--- src/rtl/imusd_pkg.sv ---
// ----------------------------------------------------------------------------
// imusd_pkg: shared types and constants of the IMU static detector
// Window geometry, datapath widths, status and register codes, lane control.
// ----------------------------------------------------------------------------
`default_nettype none

package imusd_pkg;

   localparam int WINDOW          = 32;
   localparam int SAMPLE_BITS     = 16;
   localparam int LIMIT_BITS      = 16;
   localparam int STEP_LIMIT_BITS = 17;
   localparam int AXES            = 6;
   localparam int GYRO_AXES       = 3;
   localparam int MASK_BITS       = 10;

   localparam int SLOT_BITS  = $clog2(WINDOW);
   localparam int FILL_BITS  = $clog2(WINDOW + 1);
   localparam int SUM_BITS   = SAMPLE_BITS + SLOT_BITS + 1;
   localparam int SQ_BITS    = 2 * SAMPLE_BITS - 1;
   localparam int SQS_BITS   = SQ_BITS + SLOT_BITS;
   localparam int PAIR_COUNT = WINDOW * (WINDOW - 1);
   localparam int PAIR_BITS  = $clog2(PAIR_COUNT + 1);
   localparam int T_BITS     = 2 * LIMIT_BITS + PAIR_BITS;
   // holds N*sum(x^2), sum(x)^2 and sum(x)^2 plus the scaled limit
   localparam int CMP_BITS   = 2 * SUM_BITS;

   localparam int CSR_INDEX_BITS = 3;
   localparam int CSR_DATA_BITS  = STEP_LIMIT_BITS;

   // result queue, depth a power of two
   localparam int RSP_DEPTH    = 8;
   localparam int RSP_PTR_BITS = $clog2(RSP_DEPTH);
   localparam int CREDIT_BITS  = $clog2(RSP_DEPTH + 1);

   localparam int PIPE_STAGES = 5;

   localparam int MASK_NORM         = 0;
   localparam int MASK_STEP         = 1;
   localparam int MASK_GYRO_Z       = 2;
   localparam int MASK_ACCEL_Y      = 3;
   localparam int MASK_GYRO_SPREAD  = 4;
   localparam int MASK_ACCEL_SPREAD = 7;

   typedef logic signed [SAMPLE_BITS-1:0] axis_type;

   typedef enum logic [1:0] {
      STATUS_FILLING = 2'd0,
      STATUS_STATIC  = 2'd1,
      STATUS_MOVING  = 2'd2
   } status_type;

   typedef enum logic [CSR_INDEX_BITS-1:0] {
      CSR_GYRO_NORM    = 3'd0,
      CSR_ACCEL_STEP   = 3'd1,
      CSR_GYRO_Z       = 3'd2,
      CSR_ACCEL_Y      = 3'd3,
      CSR_GYRO_SPREAD  = 3'd4,
      CSR_ACCEL_SPREAD = 3'd5
   } csr_index_type;

   typedef struct packed {
      logic [2*LIMIT_BITS-1:0]    norm_sq;
      logic [STEP_LIMIT_BITS-1:0] step;
      logic [LIMIT_BITS-1:0]      gyro_z;
      logic [LIMIT_BITS-1:0]      accel_y;
      logic [T_BITS-1:0]          gyro_t;
      logic [T_BITS-1:0]          accel_t;
   } lim_type;

   typedef struct packed {
      logic                 accept;
      logic                 full;
      logic [SLOT_BITS-1:0] slot;
   } lane_ctl_type;

   typedef struct packed {
      logic accel_y;
      logic gyro_z;
      logic step;
      logic norm;
   } motion_type;

endpackage

`default_nettype wire

--- src/rtl/imusd_lane.sv ---
// ----------------------------------------------------------------------------
// imusd_lane: one axis of the sliding window
// Ring store of the axis, running sum and sum of squares, spread compare.
// ----------------------------------------------------------------------------
`default_nettype none

module imusd_lane import imusd_pkg::*; (
   input  logic              clock,
   input  logic              reset,
   input  lane_ctl_type      ctl,
   input  axis_type          sample,
   input  logic [T_BITS-1:0] thresh,
   output logic              pass
);

   axis_type                        win_mem [WINDOW];
   axis_type                        smp_ff;
   axis_type                        old_ff;
   axis_type                        old_m;
   logic                            s0_vld_ff;
   logic                            s0_full_ff;
   logic signed [2*SAMPLE_BITS-1:0] vsq_full;
   logic signed [2*SAMPLE_BITS-1:0] osq_full;
   logic [SQ_BITS-1:0]              vsq_ff, vsq_in;
   logic [SQ_BITS-1:0]              osq_ff, osq_in;
   logic signed [SAMPLE_BITS:0]     dv_ff, dv_in;
   logic signed [SUM_BITS-1:0]      sum_ff;
   logic [SQS_BITS-1:0]             sqs_ff;
   logic signed [2*SUM_BITS-1:0]    ssq_full;
   logic [CMP_BITS-1:0]             ssq_ff;
   logic [CMP_BITS-1:0]             lhs_ff;
   logic                            pass_ff;

   // oldest entry is read before the new item overwrites its slot
   always_ff @(posedge clock) begin
      if (ctl.accept) begin
         smp_ff            <= sample;
         old_ff            <= win_mem[ctl.slot];
         win_mem[ctl.slot] <= sample;
      end
   end

   assign old_m = s0_full_ff ? old_ff : '0;

   always_comb begin
      vsq_full = smp_ff * smp_ff;
      osq_full = old_m * old_m;
      vsq_in   = '0;
      osq_in   = '0;
      dv_in    = '0;
      if (s0_vld_ff) begin
         vsq_in = vsq_full[SQ_BITS-1:0];
         osq_in = osq_full[SQ_BITS-1:0];
         dv_in  = (SAMPLE_BITS+1)'(smp_ff) - (SAMPLE_BITS+1)'(old_m);
      end
      ssq_full = sum_ff * sum_ff;
   end

   always_ff @(posedge clock) begin
      if (reset) begin
         s0_vld_ff  <= 1'b0;
         s0_full_ff <= 1'b0;
         vsq_ff     <= '0;
         osq_ff     <= '0;
         dv_ff      <= '0;
         sum_ff     <= '0;
         sqs_ff     <= '0;
      end else begin
         s0_vld_ff  <= ctl.accept;
         s0_full_ff <= ctl.accept && ctl.full;
         vsq_ff     <= vsq_in;
         osq_ff     <= osq_in;
         dv_ff      <= dv_in;
         // idle cycles add zero
         sum_ff     <= sum_ff + SUM_BITS'(dv_ff);
         sqs_ff     <= sqs_ff + SQS_BITS'(vsq_ff) - SQS_BITS'(osq_ff);
      end
   end

   // N*sum(x^2) - sum(x)^2 < lim^2*N*(N-1), rearranged to stay unsigned
   always_ff @(posedge clock) begin
      ssq_ff  <= CMP_BITS'($unsigned(ssq_full));
      lhs_ff  <= CMP_BITS'(sqs_ff) * CMP_BITS'(WINDOW);
      pass_ff <= lhs_ff < (ssq_ff + CMP_BITS'(thresh));
   end

   assign pass = pass_ff;

endmodule

`default_nettype wire

--- config.mk ---
export PLATFORM = sky130hd
export DESIGN_NAME = imusd_lane
export DESIGN_NICKNAME = d
export VERILOG_FILES = /design/src/rtl/imusd_pkg.sv /design/src/rtl/imusd_lane.sv
export SDC_FILE = /design/constraint.sdc
export NUM_CORES = 2
export LEC_CHECK = 0
export ABC_AREA = 1
export BUFFER_PORTS_ARGS = -buffer_cell sky130_fd_sc_hd__buf_2
export CAP_MARGIN = 20
export CORE_ASPECT_RATIO = 1.5
export CORE_UTILIZATION = 55
export DETAILED_ROUTE_END_ITERATION = 6
export PLACE_DENSITY = 0.71
export SLEW_MARGIN = 25
export SYNTH_ARGS = -nofsm -noshare
export SYNTH_HDL_FRONTEND = slang
export SYNTH_SLANG_ARGS = --single-unit
--- constraint.sdc ---
create_clock -name clock -period 14.3 [get_ports clock]
set_input_delay 4.29 -clock clock [delete_from_list [all_inputs] [get_ports clock]]
set_output_delay 4.29 -clock clock [all_outputs]
set_load 0.01 [all_outputs]
==> run metrics <==
dominant synthesized flop cell edfxtp_1; # H-tree levels 3; crit path kind flip-flop to flip-flop; CP Data Arrival Time 7.96 ns; width of the die 287 um; mux cell area share after synthesis 0%; Max Freq between 100 and 150 MHz; syn_area_per_cell around 10 um2; Flop pwr share 22.2%; Pint 0.00623 W; main combinational cell family by area after synthesis adder cells; total gr overflow 0; CTS Buf Count 73; DRC Markers 0; Setup Skew 0.0812 ns; via count about 47000; clock power share 15.6%; register area slightly above 0.02 mm2; Seq cells post-synth about 760; Adder-Cell Fraction of Synth Area 37.0%; worst reg2reg path depth 22; worst-margin pin slew 1.11 ns; Critical Path RT 14.85 ns; Final Cycle Share 51.8%; GRT Util Overall 29.8%; R2R setup slack 6.89 ns; RSZ-0062 raised after global routing no; Synth warnings 0; Routed WL 177000 um; sw power 0.00599 W; io pins 68; mapped cell area 0.0669 mm2; die area about 0.12 mm2; max-slew violation count 0; number of global-route vias before repair 50400; core area 0.121 mm2; Worst Hold Class flip-flop to flip-flop; Syn-to-layout area delta 6.85%; Detail Route Antenna Nets 0; Tot Pwr around 0.012 W; leak pwr around 34 nW; Synth async-reset ratio 0%; Place WS 6.39 ns; final number of setup-violating endpoints 0; Via density 5.54; Synth Area in XOR/XNOR 1.73%; Switching Fraction just under 50%; Cell Pwr Density 171 mW/mm2; Cell Rows 156; Hold Vio Cnt, Final 0; cell area after placement 0.0691 mm2; Critical Path Source Type flip-flop; logic gate share of total power 62.2%; hold buffer count at CTS 0; setup TNS 0 ns; Max Cap Violations 0; Synth Area in Compound Gates 10.4%; status completed; area of the multi-input gates 0.0392 mm2; First-pass DRT Iterations 6; Initial Utilization 55.5%; Synth cell types 60; Filler cells 10200; CP Capture Type flip-flop; WL/cell 20.9 um; ANT cells 0; Mapped Cells around 6800; Synth Area in Simple Gates 9.42%; gpl congestion 1.01; CP max FO 14; Worst Slack Setup Final 6.89 ns; VDD IR max 0.472 mV; worst-case clock buffer depth 3; port bufs 67; Sink Count between 700 and 800; Tmin final 7.41 ns; Clk Latency, worst-skew pair roughly 0.70 ns; worst setup path endpoint ssq_ff[40]; Syn Nets 8294; initial antenna violation count 3; Post-CTS Setup Bufs 0; worst flop-to-flop path startpoint sum_ff[2]; Iteration-0 DRC Markers 3197; nets@finish between 8000 and 9000; hpwl dp roughly 140000 um; PostCTS Resize Cnt 0; reg2reg end ssq_ff[40]; share of cells above drive strength 1 5.39%; Slew HR 25.5%; Setup crit start sum_ff[2]; Final Cell Area ~0.07 mm2; post-synthesis sequential area ratio approximately 31%; Root Buffer clkbuf_16; global-route wire length before repair roughly 280000 um; die height 429 um; CTS tree done; Reg clk slew, reported paths 0.07 ns; largest net degree at the start of global routing 130; EDFF count, synth 544
==> layout by cell type, fill, tap and decap left out, types with 22 or more instances in the layout <==
cell type / instances
buf_2: 67
a21o_1: 33
inv_1: 1679
o21ai_0: 166
nor2_1: 420
o21ai_1: 36
o21a_1: 44
xnor2_1: 70
nand4_1: 26
buf_4: 69
nor4_1: 22
edfxtp_1: 544
fa_1: 958
dfxtp_1: 217
nor3_1: 34
nand2_1: 872
ha_1: 447
a22oi_1: 256
clkbuf_16: 73
nand3_1: 83
xor2_1: 62
a31oi_1: 30
a21oi_1: 437
==> how the worst min path moves through the flow <==
stage	start	endpoint	slack [ns]	depth (start not counted)
after detailed placement	sqs_ff[28]	lhs_ff[33]	0.34	0
after global placement	sqs_ff[30]	lhs_ff[35]	0.33	0
after global routing	sqs_ff[0]	lhs_ff[5]	0.32	0
after floorplan	sqs_ff[5]	lhs_ff[10]	0.33	0
final	sqs_ff[0]	lhs_ff[5]	0.32	0
after CTS	sqs_ff[0]	lhs_ff[5]	0.32	0
==> worst max-delay path, stage by stage, from the launching register on <==
cell and delay, ns:
dfxtp_1 0.72, buf_4 0.35, nand2_1 0.08, inv_1 0.12, fa_1 0.47, fa_1 0.57, fa_1 0.95, inv_1 0.25
fa_1 0.55, inv_1 0.06, fa_1 0.53, inv_1 0.05, fa_1 0.45, fa_1 0.49, inv_1 0.06, ha_1 0.37
nand2_1 0.12, nor2_1 0.16, inv_1 0.09, nor4_1 0.43, nand4_1 0.14, nand3_1 0.15, xor2_1 0.15
==> power groups by stage <==
stage | Clock [W] | Combinational (W) | Sequential [W]
floorplan | 0 | 0.00538 | 0.00262
global placement | 0 | 0.00736 | 0.00276
detailed placement | 0 | 0.00746 | 0.00276
CTS | 0.00194 | 0.00751 | 0.00271
global route | 0.00201 | 0.00858 | 0.00271
finish | 0.00191 | 0.00761 | 0.00271
==> layout make-up <==
| type | instances | share of cell area (%) |
|---|---|---|
| Multi-Input combinational cell | 4190 | 54.8 |
| Sequential cell | 761 | 28.9 |
| Inverter | 1703 | 8.95 |
| Tap cell | 1580 | 2.77 |
| Clock buffer | 92 | 2.70 |
| Timing Repair Buffer | 138 | 1.25 |
| Clock inverter | 37 | 0.574 |
==> synth_stat cells (30+ instances only) <==
cell / number / area, um2
a31oi_1: 30 / 188
inv_1: 1683 / 6320
nor3_1: 34 / 170
a21oi_1: 437 / 2190
a22oi_1: 256 / 1920
xnor2_1: 70 / 613
xor2_1: 62 / 543
a21o_1: 33 / 248
edfxtp_1: 544 / 16300
dfxtp_1: 217 / 4340
o21ai_0: 166 / 831
nand3_1: 83 / 415
nor2_1: 422 / 1580
fa_1: 958 / 19200
ha_1: 447 / 5590
clkbuf_1: 126 / 473
o21ai_1: 36 / 180
nand2_1: 872 / 3270
o21a_1: 44 / 330
==> state kept, by name, indices dropped and copies added (netlist names) <==
register	cells
lhs_ff	36
dv_ff	17
old_ff	16
s0_full_ff	1
s0_vld_ff	1
sqs_ff	36
pass	1
win_mem	512
smp_ff	16
sum_ff	22
vsq_ff	30
ssq_ff	43
osq_ff	30
==> per-stage QoR <==
stage               hold WS (ns)  std cells  utilization [%]
floorplan                  0.331       6822                -
global placement           0.334       8372             57.3
detailed placement         0.339       8372             57.3
CTS                        0.316       8501             59.3
global route               0.323       8501             59.3
finish                     0.318       8501             59.3
==> cell families (layout without fill, tap and decap cells) <==
family	after synthesis	in the layout
adders and majority gates	1405	1405
AOI/OAI and AO/OA	1118	1118
and+or+nand+nor	1535	1535
DFF	761	761
xor gates and xnor gates	132	132
buffers and inverters	1871	1970
==> routing by layer <==
| metal | up-vias | part of all wire [%] | track usage [%] |
|---|---|---|---|
| li1 | 21600 | - | - |
| met1 | 23400 | 36 | 34.5 |
| met2 | 1651 | 52 | 53.3 |
| met3 | 449 | 5.2 | 2.82 |
| met4 | 6 | 6.7 | 17.4 |
| met5 | - | 0.021 | 0 |
(Power assumes the default switching activity.)
