[src/rtl/imusd_pkg.sv]
// ----------------------------------------------------------------------------
// imusd_pkg: shared types and constants of the IMU static detector
// Window geometry, datapath widths, status and register codes, lane control.
// ----------------------------------------------------------------------------
`default_nettype none

package imusd_pkg;

   localparam int WINDOW          = 32;
   localparam int SAMPLE_BITS     = 16;
   localparam int LIMIT_BITS      = 16;
   localparam int STEP_LIMIT_BITS = 17;
   localparam int AXES            = 6;
   localparam int GYRO_AXES       = 3;
   localparam int MASK_BITS       = 10;

   localparam int SLOT_BITS  = $clog2(WINDOW);
   localparam int FILL_BITS  = $clog2(WINDOW + 1);
   localparam int SUM_BITS   = SAMPLE_BITS + SLOT_BITS + 1;
   localparam int SQ_BITS    = 2 * SAMPLE_BITS - 1;
   localparam int SQS_BITS   = SQ_BITS + SLOT_BITS;
   localparam int PAIR_COUNT = WINDOW * (WINDOW - 1);
   localparam int PAIR_BITS  = $clog2(PAIR_COUNT + 1);
   localparam int T_BITS     = 2 * LIMIT_BITS + PAIR_BITS;
   // holds N*sum(x^2), sum(x)^2 and sum(x)^2 plus the scaled limit
   localparam int CMP_BITS   = 2 * SUM_BITS;

   localparam int CSR_INDEX_BITS = 3;
   localparam int CSR_DATA_BITS  = STEP_LIMIT_BITS;

   // result queue, depth a power of two
   localparam int RSP_DEPTH    = 8;
   localparam int RSP_PTR_BITS = $clog2(RSP_DEPTH);
   localparam int CREDIT_BITS  = $clog2(RSP_DEPTH + 1);

   localparam int PIPE_STAGES = 5;

   localparam int MASK_NORM         = 0;
   localparam int MASK_STEP         = 1;
   localparam int MASK_GYRO_Z       = 2;
   localparam int MASK_ACCEL_Y      = 3;
   localparam int MASK_GYRO_SPREAD  = 4;
   localparam int MASK_ACCEL_SPREAD = 7;

   typedef logic signed [SAMPLE_BITS-1:0] axis_type;

   typedef enum logic [1:0] {
      STATUS_FILLING = 2'd0,
      STATUS_STATIC  = 2'd1,
      STATUS_MOVING  = 2'd2
   } status_type;

   typedef enum logic [CSR_INDEX_BITS-1:0] {
      CSR_GYRO_NORM    = 3'd0,
      CSR_ACCEL_STEP   = 3'd1,
      CSR_GYRO_Z       = 3'd2,
      CSR_ACCEL_Y      = 3'd3,
      CSR_GYRO_SPREAD  = 3'd4,
      CSR_ACCEL_SPREAD = 3'd5
   } csr_index_type;

   typedef struct packed {
      logic [2*LIMIT_BITS-1:0]    norm_sq;
      logic [STEP_LIMIT_BITS-1:0] step;
      logic [LIMIT_BITS-1:0]      gyro_z;
      logic [LIMIT_BITS-1:0]      accel_y;
      logic [T_BITS-1:0]          gyro_t;
      logic [T_BITS-1:0]          accel_t;
   } lim_type;

   typedef struct packed {
      logic                 accept;
      logic                 full;
      logic [SLOT_BITS-1:0] slot;
   } lane_ctl_type;

   typedef struct packed {
      logic accel_y;
      logic gyro_z;
      logic step;
      logic norm;
   } motion_type;

endpackage

`default_nettype wire

[src/rtl/imusd_motion.sv]
// ----------------------------------------------------------------------------
// imusd_motion: per-sample motion tests
// Gyro norm, accel x/y step against the previous sample, |gz| and |ay|.
// ----------------------------------------------------------------------------
`default_nettype none

module imusd_motion import imusd_pkg::*; (
   input  logic       clock,
   input  logic       accept,
   input  axis_type   gyro_x,
   input  axis_type   gyro_y,
   input  axis_type   gyro_z,
   input  axis_type   accel_x,
   input  axis_type   accel_y,
   input  lim_type    limits,
   output motion_type result
);

   axis_type                        gx_ff, gy_ff, gz_ff;
   axis_type                        ax_ff, ay_ff;
   axis_type                        pax_ff, pay_ff;
   axis_type                        prev_ax_ff, prev_ay_ff;
   logic signed [2*SAMPLE_BITS-1:0] gxx_full, gyy_full, gzz_full;
   logic [SQ_BITS-1:0]              gxx_ff, gyy_ff, gzz_ff;
   logic signed [SAMPLE_BITS:0]     dax_ff, day_ff;
   logic [SAMPLE_BITS-1:0]          gz_mag, ay_mag;
   logic [SAMPLE_BITS:0]            dax_mag, day_mag;
   logic                            gz_ok1_ff, ay_ok1_ff;
   logic                            gz_ok2_ff, ay_ok2_ff;
   logic [2*SAMPLE_BITS:0]          norm_ff;
   logic [SAMPLE_BITS+1:0]          step_ff;
   motion_type                      res3_in, res3_ff, result_ff;

   always_ff @(posedge clock) begin
      if (accept) begin
         gx_ff      <= gyro_x;
         gy_ff      <= gyro_y;
         gz_ff      <= gyro_z;
         ax_ff      <= accel_x;
         ay_ff      <= accel_y;
         pax_ff     <= prev_ax_ff;
         pay_ff     <= prev_ay_ff;
         prev_ax_ff <= accel_x;
         prev_ay_ff <= accel_y;
      end
   end

   always_comb begin
      gxx_full = gx_ff * gx_ff;
      gyy_full = gy_ff * gy_ff;
      gzz_full = gz_ff * gz_ff;
      gz_mag   = gz_ff[SAMPLE_BITS-1] ? $unsigned(-gz_ff) : $unsigned(gz_ff);
      ay_mag   = ay_ff[SAMPLE_BITS-1] ? $unsigned(-ay_ff) : $unsigned(ay_ff);
      dax_mag  = dax_ff[SAMPLE_BITS] ? $unsigned(-dax_ff) : $unsigned(dax_ff);
      day_mag  = day_ff[SAMPLE_BITS] ? $unsigned(-day_ff) : $unsigned(day_ff);
      res3_in.norm    = norm_ff < (2*SAMPLE_BITS+1)'(limits.norm_sq);
      res3_in.step    = step_ff < (SAMPLE_BITS+2)'(limits.step);
      res3_in.gyro_z  = gz_ok2_ff;
      res3_in.accel_y = ay_ok2_ff;
   end

   always_ff @(posedge clock) begin
      // squares, differences, single-axis limits
      gxx_ff    <= gxx_full[SQ_BITS-1:0];
      gyy_ff    <= gyy_full[SQ_BITS-1:0];
      gzz_ff    <= gzz_full[SQ_BITS-1:0];
      dax_ff    <= (SAMPLE_BITS+1)'(ax_ff) - (SAMPLE_BITS+1)'(pax_ff);
      day_ff    <= (SAMPLE_BITS+1)'(ay_ff) - (SAMPLE_BITS+1)'(pay_ff);
      gz_ok1_ff <= (LIMIT_BITS+1)'(gz_mag) < (LIMIT_BITS+1)'(limits.gyro_z);
      ay_ok1_ff <= (LIMIT_BITS+1)'(ay_mag) < (LIMIT_BITS+1)'(limits.accel_y);
      // sums
      norm_ff   <= (2*SAMPLE_BITS+1)'(gxx_ff) + (2*SAMPLE_BITS+1)'(gyy_ff)
                   + (2*SAMPLE_BITS+1)'(gzz_ff);
      step_ff   <= (SAMPLE_BITS+2)'(dax_mag) + (SAMPLE_BITS+2)'(day_mag);
      gz_ok2_ff <= gz_ok1_ff;
      ay_ok2_ff <= ay_ok1_ff;
      // compares, then one register to line up with the spread lanes
      res3_ff   <= res3_in;
      result_ff <= res3_ff;
   end

   assign result = result_ff;

endmodule

`default_nettype wire

[config.mk]
export PLATFORM = sky130hd
export DESIGN_NAME = imusd_motion
export DESIGN_NICKNAME = d
export VERILOG_FILES = /design/src/rtl/imusd_pkg.sv /design/src/rtl/imusd_motion.sv
export SDC_FILE = /design/constraint.sdc
export NUM_CORES = 2
export LEC_CHECK = 0
export BUFFER_PORTS_ARGS = -buffer_cell sky130_fd_sc_hd__buf_2
export CAP_MARGIN = 20
export CORE_AREA = 5 5 411 413
export DETAILED_ROUTE_END_ITERATION = 8
export DIE_AREA = 0 0 416 418
export PLACE_DENSITY_LB_ADDON = 0.12
export SYNTH_ARGS = -nofsm -noshare
export SYNTH_HDL_FRONTEND = slang
export SYNTH_SLANG_ARGS = --single-unit
[constraint.sdc]
create_clock -name clock -period 5.94 [get_ports clock]
set_clock_uncertainty 0.2 [all_clocks]
set_input_delay 0.594 -clock clock [delete_from_list [all_inputs] [get_ports clock]]
set_output_delay 0.594 -clock clock [all_outputs]
set_load 0.005 [all_outputs]
==> run summary <==
Area grow syn2layout: 30.3%
Max-cap violations: 0
Slew margin rel.: 36.6%
Critical Path Max Stage Delay: 0.52 ns
Iter 0 DRT Violations: 915
Core Footprint: 0.164 mm2
Setup violators final: 18
Crit. End Element: register
Initial antenna violation count: 3
Die Area: 0.174 mm2
Number of synthesized flops with an enable pin: 112
Drt wl/cell: 14.8 um
Row cnt: 149
Worst setup path startpoint: gx_ff[4]
Tightest Pin Transition: 0.941 ns
Chip width: 416 um
Clk buf depth: 3
I/O Pins: 251
Crit-path max FO: 4
First-pass GRT wire length: 176000 um
Critical Path RT: 6.28 ns
Hold path startpoint: res3_ff[3]
Ratio of cells with drive above 1 in the final layout: 23.5%
Post-DP HPWL: 93100 um
Worst Setup Slack, final: -0.374 ns
Flops & latches, synth: 299
DP Area: 0.0483 mm2
Kind of start point of the critical path: register
ANT nets after route: 0
Final #Nets: 6482
Final WL: 108000 um
Yosys warning total: 0
Die Ht: 418 um
RD Place Congestion: 0.783
Netlist cell types: 76
Synthesized area: 0.0409 mm2
Clock Latency Late Sink: 0.62 ns
PortBufs: 166
Fin. max-slew vios: 0
Sequential area share after synthesis: 17.4%
Vias: 29.8k
Min cycle time layout: 6.31 ns
Mean Syn Cell Area: 9.62 um2
Initial Utilization: 24.9%
Crit path DAT: 6.66 ns
Hold Path Class: reg2reg
Post-Syn Instances: 4250
Worst hold slack: 0.125 ns
DRT Pass-1 Iters: 5
Crit-path cells: buf_6 -> buf_4 -> buf_4 -> nand2b_1 -> fa_1 -> inv_1 -> fa_1 -> fa_1 -> fa_1 -> fa_1 -> inv_1 -> fa_1 -> inv_1 -> ha_4 -> buf_4 -> a21o_1 -> or3b_4 -> o221a_4 -> a41o_1 -> o41ai_2 -> xnor2_1
Top_reg_cell synth: dfxtp_1
CTS Root Buffer Type: clkbuf_16
Period utilization: 106%
Hold Vio Cnt, Final: 0
Reg-to-Reg Start: gx_ff[4]
Clk sinks: 299
Number of global-route vias before repair: 32.6k
CTS clk-pin slew, worst paths: 0.05 ns
Largest net degree at the start of global routing: 95
Total gr overflow: 0
Number of diodes: 0
Vias/cell: 4.08
Failing checks: setup timing
Global-route usage over all layers: 12.7%
CP most frequent cell: fa_1
Fin area: 0.0533 mm2
Remaining DRCs: 0
CTS tree: built
Deepest level of the CTS H-tree: 2
Share of flip-flops with an asynchronous set or reset: 0%
CTS buffer count: 45
Fmax: 158 MHz
Slowest-stage cell, CP: fa_1
Unrepaired setup endpoints after global routing: true
Critical setup path kind: reg2reg
Status: complete, but fails checks
[worst max-delay path, delay by kind of cell, from the launching register on]
kind	cells	cell delay [ns]
DFF	1	0.48
and+or+nand+nor	2	0.54
xor gates and xnor gates	1	0.16
AOI/OAI and AO/OA	4	0.94
buffers and inverters	7	0.73
adders and majority gates	7	3.16
[state kept, by name, summed over array words and instances, names as in the netlist, 16 cells and up]
| register | cells |
|---|---|
| gy_ff | 16 |
| gx_ff | 16 |
| day_ff | 17 |
| gxx_ff | 30 |
| norm_ff | 33 |
| dax_ff | 17 |
| gz_ff | 16 |
| step_ff | 18 |
| prev_ax_ff | 16 |
| pax_ff | 16 |
| pay_ff | 16 |
| gzz_ff | 30 |
| prev_ay_ff | 16 |
| gyy_ff | 30 |
[cells in the final DEF (no fill, tap or decap), drive strengths merged, types with 23 or more instances in the layout]
cell and n:
dlygate4sd3 80, or3 23, o21ai 99, a21oi 118, fa 723, nor2b 28, nor3 51, a21o 57
nand3 51, and2 98, clkbuf 62, inv 1119, nor2 211, edfxtp 112, xor2 32, xnor2 207
nand2b 30, dfxtp 187, o21a 35, a211oi 25, nand2 308, ha 417, buf 791
[routing by layer]
metal	share of wire, %	GRT usage, %	vias to the layer above
li1	-	-	14835
met4	1.6	2.10	0
met5	0	0	-
met1	47	17.5	14676
met2	48	21.6	265
met3	2.8	1.59	72
[final timing paths]
kind           endpoint  slack (ns)  cells after the start
min reg2reg   result[3]        0.13                      0
max reg2reg  gxx_ff[29]       -0.37                     21
max          gxx_ff[29]       -0.37                     21
min           result[3]        0.13                      0
[synthesized netlist by cell type (all sizes together) (4+ instances only)]
cell     count  share of area (%)
nand2      308                2.8
and2        98                1.5
dfxtp      187                9.2
nor3        51               0.64
fa         723                 35
or3         23               0.35
a21o        57                1.0
nor4         9               0.14
nand4b       4              0.086
or4          9               0.17
clkbuf      73               0.67
a221oi       4              0.086
a211o        7               0.15
a311oi       5               0.11
nand2b      30               0.46
or2         11               0.17
inv       1117                 10
o21ai       99                1.2
o22ai        4              0.061
ha         417                 13
o21a        35               0.64
o211ai      13               0.24
a31o        11               0.24
o311ai       4              0.086
nor2b       28               0.43
o41ai       14               0.38
xor2        32               0.69
mux2         5               0.14
nand4       11               0.17
and3        19               0.29
nor2       211                1.9
a31oi       12               0.18
a21oi      118                1.5
a211oi      25               0.46
o31ai       21               0.39
o2111ai      4              0.086
xnor2      207                4.4
a2111oi      8               0.22
edfxtp     112                8.2
a21boi       7               0.13
o21bai      21               0.39
clkinv       7              0.064
nand3       51               0.62
[final cells by class]
type,count,area (um2)
clock buffer,62,1300
multi-input combinational,2754,30800
inverter,1124,4260
fill,17368,111000
clock inverter,20,210
sequential,299,7110
timing repair buffer,871,6790
tap,2189,2740
[logic make-up after synthesis]
group	share of synthesized area [%]
other	0.00917
AND/OR/NAND/NOR	10.0
AO/OA/AOI/OAI	8.10
flip-flops	17.4
buffers and inverters	11.0
multiplexers	0.187
XOR/XNOR	5.12
adder cells (fa/ha/maj)	48.2
[per-stage QoR]
step | worst slack, ns | TNS [ns] | instances | utilization [%]
after floorplan | -0.0454 | -0.0891 | 4252 | -
after global placement | -0.567 | -9.35 | 7042 | 29.4
after detailed placement | -0.548 | -9.14 | 7042 | 29.4
after CTS | -0.354 | -2.91 | 7270 | 31.7
after global routing | -0.642 | -9.20 | 7319 | 32.4
final | -0.374 | -2.59 | 7319 | 32.4
[what timing repair did]
action,in CTS,in global routing
pin swaps,132,176
hold buffers,80,0
resized for setup,230,220
endpoints found under the hold margin,80,0
setup buffers,74,61
setup endpoints to repair,38,42
Power is left out: the tool's default activity adds up to more than one toggle a clock period on the data nets, which glitch-free logic cannot reach.
