===== config.mk =====
export PLATFORM = sky130hd
export DESIGN_NAME = imusd_csr_flat
export DESIGN_NICKNAME = d
export VERILOG_FILES = /design/src/rtl/imusd_pkg.sv /design/src/rtl/imusd_if.sv /design/src/rtl/imusd_csr.sv /design/src/flat_wrapper.sv
export SDC_FILE = /design/constraint.sdc
export NUM_CORES = 2
export LEC_CHECK = 0
export BUFFER_PORTS_ARGS = -buffer_cell sky130_fd_sc_hd__buf_2
export CAP_MARGIN = 15
export CORE_UTILIZATION = 45
export CTS_BUF_LIST = sky130_fd_sc_hd__clkbuf_4
export DETAILED_ROUTE_END_ITERATION = 7
export GPL_TIMING_DRIVEN = 0
export PLACE_DENSITY_LB_ADDON = 0.1
export SLEW_MARGIN = 20
export SYNTH_ARGS = -nofsm -noshare
export SYNTH_HDL_FRONTEND = slang
export SYNTH_SLANG_ARGS = --single-unit

===== constraint.sdc =====
create_clock -name clock -period 10.7 [get_ports clock]
set_input_delay 1.605 -clock clock [delete_from_list [all_inputs] [get_ports clock]]
set_output_delay 1.605 -clock clock [all_outputs]
set_load 0.02 [all_outputs]

===== src/rtl/imusd_pkg.sv =====
// ----------------------------------------------------------------------------
// imusd_pkg: shared types and constants of the IMU static detector
// Window geometry, datapath widths, status and register codes, lane control.
// ----------------------------------------------------------------------------
`default_nettype none

package imusd_pkg;

   localparam int WINDOW          = 32;
   localparam int SAMPLE_BITS     = 16;
   localparam int LIMIT_BITS      = 16;
   localparam int STEP_LIMIT_BITS = 17;
   localparam int AXES            = 6;
   localparam int GYRO_AXES       = 3;
   localparam int MASK_BITS       = 10;

   localparam int SLOT_BITS  = $clog2(WINDOW);
   localparam int FILL_BITS  = $clog2(WINDOW + 1);
   localparam int SUM_BITS   = SAMPLE_BITS + SLOT_BITS + 1;
   localparam int SQ_BITS    = 2 * SAMPLE_BITS - 1;
   localparam int SQS_BITS   = SQ_BITS + SLOT_BITS;
   localparam int PAIR_COUNT = WINDOW * (WINDOW - 1);
   localparam int PAIR_BITS  = $clog2(PAIR_COUNT + 1);
   localparam int T_BITS     = 2 * LIMIT_BITS + PAIR_BITS;
   // holds N*sum(x^2), sum(x)^2 and sum(x)^2 plus the scaled limit
   localparam int CMP_BITS   = 2 * SUM_BITS;

   localparam int CSR_INDEX_BITS = 3;
   localparam int CSR_DATA_BITS  = STEP_LIMIT_BITS;

   // result queue, depth a power of two
   localparam int RSP_DEPTH    = 8;
   localparam int RSP_PTR_BITS = $clog2(RSP_DEPTH);
   localparam int CREDIT_BITS  = $clog2(RSP_DEPTH + 1);

   localparam int PIPE_STAGES = 5;

   localparam int MASK_NORM         = 0;
   localparam int MASK_STEP         = 1;
   localparam int MASK_GYRO_Z       = 2;
   localparam int MASK_ACCEL_Y      = 3;
   localparam int MASK_GYRO_SPREAD  = 4;
   localparam int MASK_ACCEL_SPREAD = 7;

   typedef logic signed [SAMPLE_BITS-1:0] axis_type;

   typedef enum logic [1:0] {
      STATUS_FILLING = 2'd0,
      STATUS_STATIC  = 2'd1,
      STATUS_MOVING  = 2'd2
   } status_type;

   typedef enum logic [CSR_INDEX_BITS-1:0] {
      CSR_GYRO_NORM    = 3'd0,
      CSR_ACCEL_STEP   = 3'd1,
      CSR_GYRO_Z       = 3'd2,
      CSR_ACCEL_Y      = 3'd3,
      CSR_GYRO_SPREAD  = 3'd4,
      CSR_ACCEL_SPREAD = 3'd5
   } csr_index_type;

   typedef struct packed {
      logic [2*LIMIT_BITS-1:0]    norm_sq;
      logic [STEP_LIMIT_BITS-1:0] step;
      logic [LIMIT_BITS-1:0]      gyro_z;
      logic [LIMIT_BITS-1:0]      accel_y;
      logic [T_BITS-1:0]          gyro_t;
      logic [T_BITS-1:0]          accel_t;
   } lim_type;

   typedef struct packed {
      logic                 accept;
      logic                 full;
      logic [SLOT_BITS-1:0] slot;
   } lane_ctl_type;

   typedef struct packed {
      logic accel_y;
      logic gyro_z;
      logic step;
      logic norm;
   } motion_type;

endpackage

`default_nettype wire


===== src/rtl/imusd_if.sv =====
// ----------------------------------------------------------------------------
// imusd_if: channel interfaces of the IMU static detector
// Sample input, status output and register write channels, valid/ready.
// ----------------------------------------------------------------------------
`default_nettype none


interface imusd_csr_if import imusd_pkg::*; ();
   logic                      valid;
   logic                      ready;
   logic [CSR_INDEX_BITS-1:0] index;
   logic [CSR_DATA_BITS-1:0]  data;

   modport source (output valid, index, data, input ready);
   modport sink (input valid, index, data, output ready);
endinterface

`default_nettype wire


===== src/rtl/imusd_csr.sv =====
// ----------------------------------------------------------------------------
// imusd_csr: limit registers and derived thresholds
// Holds the six limits and precomputes squared and window-scaled forms.
// ----------------------------------------------------------------------------
`default_nettype none

module imusd_csr import imusd_pkg::*; (
   input  logic    clock,
   input  logic    reset,
   imusd_csr_if.sink csr_chan,
   output lim_type limits
);

   logic [LIMIT_BITS-1:0]      norm_lim_ff;
   logic [STEP_LIMIT_BITS-1:0] step_lim_ff;
   logic [LIMIT_BITS-1:0]      gz_lim_ff;
   logic [LIMIT_BITS-1:0]      ay_lim_ff;
   logic [LIMIT_BITS-1:0]      gspread_ff;
   logic [LIMIT_BITS-1:0]      aspread_ff;
   logic [2*LIMIT_BITS-1:0]    norm_sq_ff;
   logic [2*LIMIT_BITS-1:0]    gsq_ff;
   logic [2*LIMIT_BITS-1:0]    asq_ff;
   logic [T_BITS-1:0]          gyro_t_ff;
   logic [T_BITS-1:0]          accel_t_ff;
   logic                       wr_en;

   assign csr_chan.ready = 1'b1;
   assign wr_en = csr_chan.valid && csr_chan.ready;

   always_ff @(posedge clock) begin
      if (reset) begin
         norm_lim_ff <= '0;
         step_lim_ff <= '0;
         gz_lim_ff   <= '0;
         ay_lim_ff   <= '0;
         gspread_ff  <= '0;
         aspread_ff  <= '0;
         norm_sq_ff  <= '0;
         gsq_ff      <= '0;
         asq_ff      <= '0;
         gyro_t_ff   <= '0;
         accel_t_ff  <= '0;
      end else begin
         if (wr_en) begin
            unique case (csr_index_type'(csr_chan.index))
               CSR_GYRO_NORM:    norm_lim_ff <= csr_chan.data[LIMIT_BITS-1:0];
               CSR_ACCEL_STEP:   step_lim_ff <= csr_chan.data[STEP_LIMIT_BITS-1:0];
               CSR_GYRO_Z:       gz_lim_ff   <= csr_chan.data[LIMIT_BITS-1:0];
               CSR_ACCEL_Y:      ay_lim_ff   <= csr_chan.data[LIMIT_BITS-1:0];
               CSR_GYRO_SPREAD:  gspread_ff  <= csr_chan.data[LIMIT_BITS-1:0];
               CSR_ACCEL_SPREAD: aspread_ff  <= csr_chan.data[LIMIT_BITS-1:0];
               default: ;
            endcase
         end
         // two-step derivation, settled long before an item reaches the compares
         norm_sq_ff <= norm_lim_ff * norm_lim_ff;
         gsq_ff     <= gspread_ff * gspread_ff;
         asq_ff     <= aspread_ff * aspread_ff;
         gyro_t_ff  <= T_BITS'(gsq_ff) * T_BITS'(PAIR_COUNT);
         accel_t_ff <= T_BITS'(asq_ff) * T_BITS'(PAIR_COUNT);
      end
   end

   assign limits.norm_sq = norm_sq_ff;
   assign limits.step    = step_lim_ff;
   assign limits.gyro_z  = gz_lim_ff;
   assign limits.accel_y = ay_lim_ff;
   assign limits.gyro_t  = gyro_t_ff;
   assign limits.accel_t = accel_t_ff;

endmodule

`default_nettype wire


===== src/flat_wrapper.sv =====
// flat-port wrapper written by rule: the top's interface ports become plain ports
module imusd_csr_flat import imusd_pkg::*;
  (clock, reset, limits, csr_chan_valid, csr_chan_index, csr_chan_data, csr_chan_ready);
  imusd_csr_if csr_chan_i ();
  input  logic clock;
  input  logic reset;
  output lim_type limits;
  input wire logic [$bits(csr_chan_i.valid)-1:0] csr_chan_valid;
  input wire logic [$bits(csr_chan_i.index)-1:0] csr_chan_index;
  input wire logic [$bits(csr_chan_i.data)-1:0] csr_chan_data;
  output wire logic [$bits(csr_chan_i.ready)-1:0] csr_chan_ready;
  assign csr_chan_i.valid = csr_chan_valid;
  assign csr_chan_i.index = csr_chan_index;
  assign csr_chan_i.data = csr_chan_data;
  assign csr_chan_ready = csr_chan_i.ready;
  imusd_csr u_core (.clock(clock), .reset(reset), .csr_chan(csr_chan_i), .limits(limits));
endmodule

==> impl_metrics.toml <==
[grt]
grt-ovfl-total = 0
grt_pass1_wl_um = 151900
grt_use_total_pct = 23.81
grt_pass1_vias = 27870
antenna_found_initial = 5
grt_max_degree = 14

[detailed_routing]
detail_route.vias_per_cell = 5.045
drt_pass1_iterations = 7
drtIter0Drc = 1410
vias = 27100
finalWirelength_um = 94760
wl_per_cell_um = 17.64
ant_nets = 0
drc_errors = 0

[power]
p_total_uw = 2295
p_leak_uw = 0.02190
irDropWorstVdd_mv = 0.09160
pwr_density_cell_nw_per_um2 = 57.80

[finish]
drive_above_1_share_pct = 8.322
nets = 5335
final_cell_mix = "772 x inv_1, 659 x fa_1, 499 x nand2_1"
fin_cells = 5371
area_growth_pct = 8.963
final_common_cell = "inv_1"
final_util_pct = 49.93

[clocking]
cts_inserted_buffers = 75
clk_latency_ps = 890
cts_tree = "built"
path_clk_slew_ps = 70
cts.path.max_buffers = 3
ctsHtreeMaxLevel = 3
cts_setup_buffers = 0
cts_resized = 0
hold_buffers = 0
cts_root_buf = "clkbuf_4"
clock-sinks = 262

[synthesis]
ys.flop_type = "dfxtp_1"
synth_edf_count = 0
synth_area_leaders = "fa_1 36%, dfxtp_1 14%, ha_1 13%"
syn_inst = 3995
ys_types = 68
synth_top_area_share_pct = 36.21
synth_area_leader_cell = "fa_1"
yosysSeqAreaShare_pct = 14.40
ys_ff_latch = 262
yosysWarnings = 0
synth_area_um2 = 36430
synthArstFlopShare_pct = 0
syn_avg_cell_area_um2 = 9.120

[setup_path]
reg2regPathDepth = 22
cp.arrival_ps = 7950
r2r_setup_slack_ps = 3450
critPathKind = "reg2reg"
startpoint = "u_core.norm_lim_ff[14]$_SDFFE_PP0P_"
reg2reg_to = "u_core.norm_sq_ff[30]$_SDFF_PP0_"
crit_end = "u_core.norm_sq_ff[30]$_SDFF_PP0_"
r2r_start = "u_core.norm_lim_ff[14]$_SDFFE_PP0P_"
cp-start-kind = "register"
required_ps = 11400
endpoint_kind = "register"
crit_fanout = 10

[floorplan]
core_area_um2 = 79520
die_y_um = 286.5
io_pins = 189
die-area_um2 = 82110
core.rowCount = 103
start_util_pct = 45.82
chipWidth_um = 286.5

[timing]
timing.setup.tns_ps = 0
tightest_slew_ps = 1096
hold_viol = 0
relSlewSlack_pct = 26.95
fin_skew_ps = 137.5
period_share_pct = 67.80
max_freq_ghz = 0.1378
rsz0062_at_grt = "false"
fin_crit_ps = 7255
drv_slew = 0
setup-violations-final = 0

[place]
place_congestion = 0.8778
hpwl_um = 80420
port_buffers = 176
dp_cells = 5234

[worst_hold_path]
min_path_type = "reg2reg"
holdPathStages = 2

[outcome]
status = "completed"

[run]
maxCapViolations = 0
## critical path, stage by stage (launching register included)
cell	delay, ps
dfxtp_1	380
clkbuf_1	540
clkbuf_1	500
nand2_1	150
fa_1	540
fa_1	550
inv_1	50
fa_1	490
fa_1	460
fa_1	520
inv_1	50
fa_1	470
inv_1	40
ha_1	350
nand2_1	90
inv_1	160
nand2_1	120
or4b_2	670
o21ai_0	370
a21oi_1	190
o221ai_1	230
xnor2_1	140
nor2_1	50
## cell usage after synthesis, drive strengths merged, types with 5 or more instances
cell type and instances:
a211oi 18, a21o 87, a21oi 238, a311oi 5
a31o 10, a31oi 21, and2 113, and3 22
buf 20, clkbuf 120, dfxtp 262, fa 659
ha 391, inv 772, mux2 6, nand2 499
nand2b 21, nand3 34, nand4 18, nor2 255
nor2b 38, nor3 10, nor4 5, o211ai 6
o21a 18, o21ai 80, o21bai 20, o31ai 7
or2 13, xnor2 92, xor2 73
## worst min path at each step
stage | slack, ps | endpoint | start
3_5_place_dp | 450 | u_core.step_lim_ff[14]$_SDFFE_PP0P_ | u_core.step_lim_ff[14]$_SDFFE_PP0P_
3_3_place_gp | 440 | u_core.ay_lim_ff[11]$_SDFFE_PP0P_ | u_core.ay_lim_ff[11]$_SDFFE_PP0P_
5_1_grt | 470 | u_core.gz_lim_ff[4]$_SDFFE_PP0P_ | u_core.gz_lim_ff[4]$_SDFFE_PP0P_
4_1_cts | 450 | u_core.step_lim_ff[14]$_SDFFE_PP0P_ | u_core.step_lim_ff[14]$_SDFFE_PP0P_
2_1_floorplan | 450 | u_core.gspread_ff[12]$_SDFFE_PP0P_ | u_core.gspread_ff[12]$_SDFFE_PP0P_
6_report | 450 | u_core.ay_lim_ff[3]$_SDFFE_PP0P_ | u_core.ay_lim_ff[3]$_SDFFE_PP0P_
## cell families after synthesis
family	after synthesis	synth area share [%]
AO/OA/AOI/OAI	548	9.444
buffers and inverters	914	9.568
AND/OR/NAND/NOR	1046	12.73
XOR/XNOR	165	3.966
flip-flops	262	14.40
other	2	0.02061
multiplexers	8	0.2404
adder cells (fa/ha/maj)	1050	49.64
## where the power goes
part | total, uW | leakage [uW] | internal [uW] | switching [uW]
clock | 1010 | 0.000579 | 520 | 492
combinational | 269 | 0.0192 | 82.2 | 186
sequential | 1010 | 0.00212 | 995 | 19.0
## registers in the layout (all words and copies together) (netlist names)
register / count
u_core.gz_lim_ff: 16
u_core.step_lim_ff: 17
u_core.asq_ff: 31
u_core.ay_lim_ff: 16
u_core.aspread_ff: 16
u_core.gyro_t_ff: 36
u_core.gspread_ff: 16
u_core.accel_t_ff: 36
u_core.norm_sq_ff: 31
u_core.norm_lim_ff: 16
u_core.gsq_ff: 31
## through the flow
stage                     hold slack [ps]  area [um^2]  setup slack, ps
after floorplan                     448.1        36480             4538
after global placement              439.2        38680             3394
after detailed placement            446.3        38690             3401
after CTS                           454.9        39670             3400
after global routing                472.6        39700             3106
final                               452.7        39700             3445
## cell type report
| class | instances | area, um^2 |
|---|---|---|
| Buffer | 140 | 585.6 |
| Antenna cell | 7 | 17.52 |
| Sequential cell | 262 | 5245 |
| Inverter | 774 | 2905 |
| Timing Repair Buffer | 177 | 892.1 |
| Clock buffer | 102 | 765.7 |
| Tap cell | 1050 | 1314 |
| Fill cell | 7744 | 39820 |
| Clock inverter | 27 | 217.7 |
| Multi-Input combinational cell | 2832 | 27760 |
## layer usage
layer	GRT usage, %	wire length, um
met2	39.15	44290
met1	32.48	42620
met3	4.070	5693
met5	0	13
met4	6.003	2148
Power figures use the tool's default switching activity.
